===== src/design/bfd_pkg.sv =====
// bfd_pkg: types and constants shared by the binary field decoder
// holds the mode codes, decoder state and result structs
// no dependencies
package bfd_pkg;

    typedef enum logic [3:0] {
        MODE_U8   = 4'd0,
        MODE_U16  = 4'd1,
        MODE_U32  = 4'd2,
        MODE_U64  = 4'd3,
        MODE_I8   = 4'd4,
        MODE_I32  = 4'd5,
        MODE_I64  = 4'd6,
        MODE_VU32 = 4'd7,
        MODE_VU64 = 4'd8,
        MODE_VI32 = 4'd9,
        MODE_VI64 = 4'd10
    } mode_t;

    localparam int unsigned CONT_BIT = 7;
    localparam int unsigned SIGN_BIT = 6;
    localparam logic [3:0]  LIMIT64  = 4'd10;
    localparam logic [3:0]  LIMIT32  = 4'd5;

    typedef struct packed {
        logic [63:0] acc;
        logic [3:0]  cnt;
        mode_t       mode;
        logic        busy;
    } dec_state_t;

    typedef struct packed {
        logic [63:0] value;
        logic        status;
        logic [3:0]  bytes_used;
    } dec_result_t;

endpackage


===== src/design/binary_field_decoder.sv =====
// binary_field_decoder: byte-serial little-endian and LEB128 varint decoder
// output: each result is registered on the transfer of its final byte and shown in the next cycle
// throughput: one byte per cycle unless a held result stalls s_ready, set by the single decode step per byte
// reset: aresetn synchronous active low, clears the value in progress and m_valid
// depends on bfd_pkg and bfd_step
module binary_field_decoder
    import bfd_pkg::*;
(
    input  logic        aclk,
    input  logic        aresetn,
    input  logic        s_valid,
    output logic        s_ready,
    input  logic [7:0]  s_data_byte,
    input  logic [3:0]  s_mode,
    input  logic        s_buffer_end,
    output logic        m_valid,
    input  logic        m_ready,
    output logic [63:0] m_value,
    output logic        m_status,
    output logic [3:0]  m_bytes_used
);

    dec_state_t  st_reg;
    dec_state_t  st_next;
    dec_result_t result_reg;
    dec_result_t result_next;
    logic        m_valid_reg;
    logic        emit;
    logic        s_xfer;

    bfd_step u_step (
        .state_cur  (st_reg),
        .data_byte  (s_data_byte),
        .mode_in    (s_mode),
        .buffer_end (s_buffer_end),
        .state_next (st_next),
        .emit       (emit),
        .result     (result_next)
    );

    assign s_ready = !m_valid_reg || m_ready;
    assign s_xfer  = s_valid && s_ready;

    always_ff @(posedge aclk) begin
        if (!aresetn) begin
            st_reg      <= '0;
            m_valid_reg <= 1'b0;
        end else begin
            if (s_xfer) begin
                st_reg <= st_next;
            end
            if (s_xfer && emit) begin
                m_valid_reg <= 1'b1;
            end else if (m_ready) begin
                m_valid_reg <= 1'b0;
            end
        end
    end

    // result payload, no reset
    always_ff @(posedge aclk) begin
        if (s_xfer && emit) begin
            result_reg <= result_next;
        end
    end

    assign m_valid      = m_valid_reg;
    assign m_value      = result_reg.value;
    assign m_status     = result_reg.status;
    assign m_bytes_used = result_reg.bytes_used;

endmodule


===== src/design/bfd_step.sv =====
// bfd_step: per-byte decode logic, next state and result for one byte
// depends on bfd_pkg
module bfd_step
    import bfd_pkg::*;
(
    input  dec_state_t  state_cur,
    input  logic [7:0]  data_byte,
    input  logic [3:0]  mode_in,
    input  logic        buffer_end,
    output dec_state_t  state_next,
    output logic        emit,
    output dec_result_t result
);

    mode_t       mode_new;
    mode_t       m;
    logic [63:0] acc_b;
    logic [3:0]  cnt_b;
    logic [3:0]  cnt_n;
    logic        is_var;
    logic        is32;
    logic        sgn;
    logic [3:0]  width;
    logic        sext8;
    logic        sext32;
    logic [6:0]  vsh;
    logic [6:0]  esh;
    logic [5:0]  fsh;
    logic [63:0] acc_var;
    logic [63:0] acc_fix;
    logic [63:0] v;
    logic        done;
    logic        fail;
    logic [3:0]  limit;

    always_comb begin
        mode_new = (mode_in > 4'(MODE_VI64)) ? MODE_U8 : mode_t'(mode_in);
        m        = state_cur.busy ? state_cur.mode : mode_new;
        acc_b    = state_cur.busy ? state_cur.acc : 64'd0;
        cnt_b    = state_cur.busy ? state_cur.cnt : 4'd0;
        cnt_n    = cnt_b + 4'd1;

        is_var = 1'b0;
        is32   = 1'b0;
        sgn    = 1'b0;
        width  = 4'd1;
        sext8  = 1'b0;
        sext32 = 1'b0;
        unique case (m)
            MODE_U16:  width = 4'd2;
            MODE_U32:  width = 4'd4;
            MODE_U64:  width = 4'd8;
            MODE_I8:   sext8 = 1'b1;
            MODE_I32: begin
                width  = 4'd4;
                sext32 = 1'b1;
            end
            MODE_I64:  width = 4'd8;
            MODE_VU32: begin
                is_var = 1'b1;
                is32   = 1'b1;
            end
            MODE_VU64: is_var = 1'b1;
            MODE_VI32: begin
                is_var = 1'b1;
                is32   = 1'b1;
                sgn    = 1'b1;
            end
            MODE_VI64: begin
                is_var = 1'b1;
                sgn    = 1'b1;
            end
            default: width = 4'd1;
        endcase
        limit = is32 ? LIMIT32 : LIMIT64;

        // varint: 7 payload bits per byte
        vsh     = 7'(cnt_b) * 7'd7;
        acc_var = acc_b;
        if (vsh < 7'd64) begin
            acc_var = acc_b | ({57'd0, data_byte[6:0]} << vsh[5:0]);
        end
        // fixed width: little endian bytes
        fsh     = {cnt_b[2:0], 3'b000};
        acc_fix = acc_b | ({56'd0, data_byte} << fsh);

        esh = 7'(cnt_n) * 7'd7;
        if (is_var) begin
            done = !data_byte[CONT_BIT];
            fail = (cnt_n >= limit) || buffer_end;
            v    = acc_var;
            if (sgn && (esh < 7'd64) && data_byte[SIGN_BIT]) begin
                v = v | ({64{1'b1}} << esh[5:0]);
            end
            if (is32) begin
                v = sgn ? {{32{v[31]}}, v[31:0]} : {32'd0, v[31:0]};
            end
        end else begin
            done = (cnt_n >= width);
            fail = buffer_end;
            v    = acc_fix;
            if (sext8) begin
                v = {{56{v[7]}}, v[7:0]};
            end else if (sext32) begin
                v = {{32{v[31]}}, v[31:0]};
            end
        end

        emit              = done || fail;
        result.value      = done ? v : 64'd0;
        result.status     = !done;
        result.bytes_used = cnt_n;

        state_next.acc  = is_var ? acc_var : acc_fix;
        state_next.cnt  = cnt_n;
        state_next.mode = m;
        state_next.busy = !emit;
    end

endmodule


===== config.mk =====
export PLATFORM = sky130hd
export DESIGN_NAME = binary_field_decoder
export DESIGN_NICKNAME = d
export VERILOG_FILES = /design/src/design/bfd_pkg.sv /design/src/design/binary_field_decoder.sv /design/src/design/bfd_step.sv
export SDC_FILE = /design/constraint.sdc
export NUM_CORES = 1
export LEC_CHECK = 0
export ABC_AREA = 0
export BUFFER_PORTS_ARGS = -buffer_cell sky130_fd_sc_hd__buf_2
export CAP_MARGIN = 25
export CORE_ASPECT_RATIO = 0.7
export CORE_UTILIZATION = 54
export CTS_CLUSTER_SIZE = 40
export DETAILED_ROUTE_END_ITERATION = 10
export GPL_ROUTABILITY_DRIVEN = 0
export HOLD_SLACK_MARGIN = 0.1
export PLACE_DENSITY = 0.76
export SLEW_MARGIN = 10
export SYNTH_ARGS = -nofsm -noshare
export SYNTH_HDL_FRONTEND = slang
export SYNTH_HIERARCHICAL = 1
export SYNTH_SLANG_ARGS = --single-unit

===== constraint.sdc =====
create_clock -name aclk -period 8.3 [get_ports aclk]
set_clock_uncertainty 0.2 [all_clocks]
set_input_delay 0.83 -clock aclk [delete_from_list [all_inputs] [get_ports aclk]]
set_output_delay 0.83 -clock aclk [all_outputs]
set_load 0.05 [all_outputs]

==> out/results.txt <==
The flow ran to the end, and the final reports show no timing, DRC or antenna violations. The library cell used most frequently in the layout, excluding fill and tap cells, is sky130_fd_sc_hd__nand2_1. After synthesis, the mean cell area works out to 8.11 µm². The worst stage delay on the critical path is 0.78 ns. Along the worst path, the maximum fanout reaches 17. The largest voltage drop on the vdd net came out at 124 µV. The tools report the count of pins over their slew limit as 0. The latest clock arrival within the worst-skew pair is 0.44 ns, and the DRC violations left is 0. On the critical path the largest part of the delay comes from simple AND/OR/NAND/NOR gates. The critical path in this run is classified as reg2reg.

The initialized floorplan defines 42 standard-cell rows. The floorplan die height is 120 µm. The first global-routing pass estimated 58.3 mm of wire.

Power per cell area: 190 nW/µm². The die covers 20400 µm². The count of buffering cells on the critical path with inverters included is 3. The H-tree depth was 4. The number of setup buffers added after CTS is 0. CTS saw 143 sinks. Synthesis inferred 143 register bits. The run gives 0 as the number of antenna violations at the first check in global routing. For this run, the leading register cell type out of synthesis is sky130_fd_sc_hd__dfxtp_1. Mux contribution to synthesized area: 0.0937. TritonCTS created 17 clock buffers. After clock tree synthesis, the repair step resized 0 gates. The via count is 11200, and the multi-input logic area is 6490 µm². From synthesis to final layout, the design area changed by 8.82%. In this run the clock root is driven by a sky130_fd_sc_hd__clkbuf_16. The half-perimeter wire length after detailed placement came out at 25.5 mm.

The tools report the first-pass iteration count of the detailed router as 7. Clock-pin slew was measured on the worst setup and hold paths at 0.06 ns. The area used by sequential logic in the layout is 3560 µm². The critical path goes through nand2_1 -> clkinv_1 -> ha_1 -> inv_1 -> xnor2_1 -> fa_1 -> inv_1 -> ha_1 -> a41oi_1 -> a21oi_1 -> or3_1 -> nor2_2 -> o21ai_0 -> a221oi_1. Number of buffers added on ports: 87. The number of fillers in the final layout came out at 1696. TritonCTS built the clock tree.

In the routed layout, each cell is associated on average with a via count of 6.93. The logs give 0.192 for the relative slew slack and 2183 for the DRC marker count from the first detailed-route iteration. Dividing the detail-routed wire length by the instance count gives 23.9 µm. After layout, the minimum clock period comes to 6.79 ns. For this design, the slowest cell found on the critical path is sky130_fd_sc_hd__nor2_2.

The number of distinct standard cells referenced by the synthesized netlist is 75. The simple-gate share of the synthesized area was 0.215; the number of hold-repair buffers added at the cts stage was 0. Setup total negative slack on the finished layout was measured at 0 ns. The mapped netlist covers 10700 µm².

The share of the synthesized area in compound gates (AO/OA/AOI/OAI) is 0.251, and the layout cell share with drive strength beyond 1 is 0.132. In the layout the commonest cells are 299 x sky130_fd_sc_hd__nand2_1, 104 x sky130_fd_sc_hd__a21oi_1, 91 x sky130_fd_sc_hd__mux2i_1, 87 x sky130_fd_sc_hd__buf_2. The total overflow left after global routing is 0. The run gives 0.331 as the proportion of synthesized chip area in sequential cells. Setup repair after global routing left no endpoint under its margin. The tool flagged a number of max-cap violations equal to 0. The path class of the tightest hold or removal check is reg2reg. Pin placement for this block handled 88 I/O pins.

The tools report the minimum setup slack among reg-to-reg paths as 1.51 ns. The post-synthesis share of cell area spent on full adders, half adders and majority gates was 0.0362. The xor/xnor cell area share of the yosys netlist is 0.00735, and the wire length reported by the detailed router is 38.5 mm.

The number of hold violations in the final report was 0; the final clock period utilization by the worst path was 0.818. STA puts the critical path data arrival time at 6.82 ns. STA classifies the critical path endpoint as a flop. The pin count of the biggest net entering global routing is 88.

STA classifies the critical path startpoint as a flop. In this run, synthesis inferred 69 flip-flops with an integrated enable. Required time of the critical path: 8.33 ns. The global-route usage over all layers was 0.379; the fraction of registers with async set or reset after synthesis was 0. Count of yosys warnings during synthesis: 6.

The die boundary width is 170 µm, and the number of buffers on the longest clock path is 2. The tools report the number of global-route vias before repair as 10000. For the top achievable clock speed, the log shows 147 MHz. Summing internal, switching and leakage power gives 0.00221 W. By area, the combinational part of the netlist is dominated by compound AO/OA/AOI/OAI gates.

The antenna diode instance count was 0; the actual slew at the worst max-slew pin was 1.20 ns. For the number of setup violations in the final report, the log shows 0. The register with the most flip-flops in the layout has 73 of them. The initial core utilization came out at 0.559. In the final design database the tool counted 1379 nets. In this run the static leakage power is 4.62 nW. The detail route stage leaves a number of antenna-violating nets equal to 0.

The run gives 1322 as the post-synthesis instance total. The core region is 19200 µm². The number of nets in the synthesized netlist is 1367.
## report_power, final
part / switching [W] / internal, W / total [W]
registers: 0.0000309 / 0.000811 / 0.000842
clock network: 0.000313 / 0.000506 / 0.000819
logic: 0.000415 / 0.000139 / 0.000554
## Yosys cell counts (4+ instances only)
| library cell | count | area (µm²) |
|---|---|---|
| sky130_fd_sc_hd__nand2_1 | 300 | 1130 |
| sky130_fd_sc_hd__a21oi_1 | 106 | 531 |
| sky130_fd_sc_hd__mux2i_1 | 91 | 911 |
| sky130_fd_sc_hd__clkbuf_1 | 79 | 297 |
| sky130_fd_sc_hd__dfxtp_1 | 74 | 1480 |
| sky130_fd_sc_hd__nor2_1 | 73 | 274 |
| sky130_fd_sc_hd__edfxtp_1 | 69 | 2070 |
| sky130_fd_sc_hd__o21ai_0 | 59 | 295 |
| sky130_fd_sc_hd__nand3_1 | 46 | 230 |
| sky130_fd_sc_hd__a221oi_1 | 44 | 385 |
| sky130_fd_sc_hd__nor3_1 | 31 | 155 |
| sky130_fd_sc_hd__a21o_1 | 26 | 195 |
| sky130_fd_sc_hd__ha_1 | 23 | 288 |
| sky130_fd_sc_hd__inv_1 | 22 | 82.6 |
| sky130_fd_sc_hd__a22oi_1 | 21 | 158 |
| sky130_fd_sc_hd__a211oi_1 | 20 | 150 |
| sky130_fd_sc_hd__o211ai_1 | 19 | 143 |
| sky130_fd_sc_hd__a311oi_2 | 14 | 210 |
| sky130_fd_sc_hd__buf_2 | 13 | 65.1 |
| sky130_fd_sc_hd__nand2b_1 | 11 | 68.8 |
| sky130_fd_sc_hd__a22o_1 | 10 | 87.6 |
| sky130_fd_sc_hd__nor2b_1 | 10 | 62.6 |
| sky130_fd_sc_hd__and3_1 | 8 | 50.1 |
| sky130_fd_sc_hd__buf_12 | 8 | 160 |
| sky130_fd_sc_hd__a31oi_1 | 7 | 43.8 |
| sky130_fd_sc_hd__and2_1 | 7 | 43.8 |
| sky130_fd_sc_hd__mux2_2 | 7 | 78.8 |
| sky130_fd_sc_hd__a21boi_0 | 6 | 45.0 |
| sky130_fd_sc_hd__o21a_1 | 6 | 45.0 |
| sky130_fd_sc_hd__o2bb2ai_1 | 6 | 52.6 |
| sky130_fd_sc_hd__or3_1 | 6 | 37.5 |
| sky130_fd_sc_hd__xnor2_1 | 6 | 52.6 |
| sky130_fd_sc_hd__a311oi_1 | 5 | 43.8 |
| sky130_fd_sc_hd__buf_1 | 5 | 18.8 |
| sky130_fd_sc_hd__fa_1 | 5 | 100 |
| sky130_fd_sc_hd__or2_2 | 5 | 31.3 |
| sky130_fd_sc_hd__buf_4 | 4 | 30.0 |
| sky130_fd_sc_hd__o22ai_1 | 4 | 25.0 |
| sky130_fd_sc_hd__o31ai_1 | 4 | 30.0 |
## routing by layer
metal | wire length, µm | up-vias | global-route usage | share of wire
met5 | 0 | - | 0.00256 | 0
met4 | 1680 | 0 | 0.170 | 0.044
met3 | 6420 | 165 | 0.163 | 0.17
met2 | 14800 | 919 | 0.503 | 0.39
met1 | 15500 | 5216 | 0.522 | 0.40
li1 | - | 4857 | - | -
## through the flow
step | cell area, µm² | hold WS (ns) | setup WS (ns) | util | std cells
6_report | 11700 | 0.259 | 1.51 | 0.608 | 1611
5_1_grt | 11700 | 0.281 | 1.18 | 0.608 | 1611
4_1_cts | 11700 | 0.260 | 1.81 | 0.608 | 1610
3_5_place_dp | 11000 | 0.252 | 1.82 | 0.576 | 1578
3_3_place_gp | 11000 | 0.245 | 2.16 | 0.574 | 1576
2_1_floorplan | 10700 | 0.230 | 0.947 | - | 1322
## worst reg2reg max path, cell delays in order (launching register included)
cell                       delay [ns]
sky130_fd_sc_hd__dfxtp_1         0.73
sky130_fd_sc_hd__nand2_1         0.38
sky130_fd_sc_hd__clkinv_1        0.47
sky130_fd_sc_hd__ha_1            0.59
sky130_fd_sc_hd__inv_1           0.17
sky130_fd_sc_hd__xnor2_1         0.65
sky130_fd_sc_hd__fa_1            0.54
sky130_fd_sc_hd__inv_1           0.11
sky130_fd_sc_hd__ha_1            0.27
sky130_fd_sc_hd__a41oi_1         0.37
sky130_fd_sc_hd__a21oi_1         0.21
sky130_fd_sc_hd__or3_1           0.53
sky130_fd_sc_hd__nor2_2          0.78
sky130_fd_sc_hd__o21ai_0         0.26
sky130_fd_sc_hd__a221oi_1        0.34
## layout make-up
class | instances | area share
Tap cell | 264 | 0.0283
Clock buffer | 19 | 0.0380
Sequential cell | 143 | 0.305
Timing Repair Buffer | 105 | 0.0502
Multi-Input combinational cell | 1042 | 0.556
Inverter | 25 | 0.00804
Clock inverter | 13 | 0.0145
## final timing paths
path / cells past startpoint / from / end
max: 14 / st_reg[5] / m_value[25]
min: 2 / st_reg[50] / st_reg[50]
max reg2reg: 14 / st_reg[5] / m_value[25]
min reg2reg: 2 / st_reg[50] / st_reg[50]
## cell families after synthesis
kind of cell,after synthesis
buf+inv,137
compound gates,384
fa+ha+maj,28
simple gates,522
mux,99
flops,143
xor+xnor,9
No activity file was read; power rests on OpenSTA's default activity.
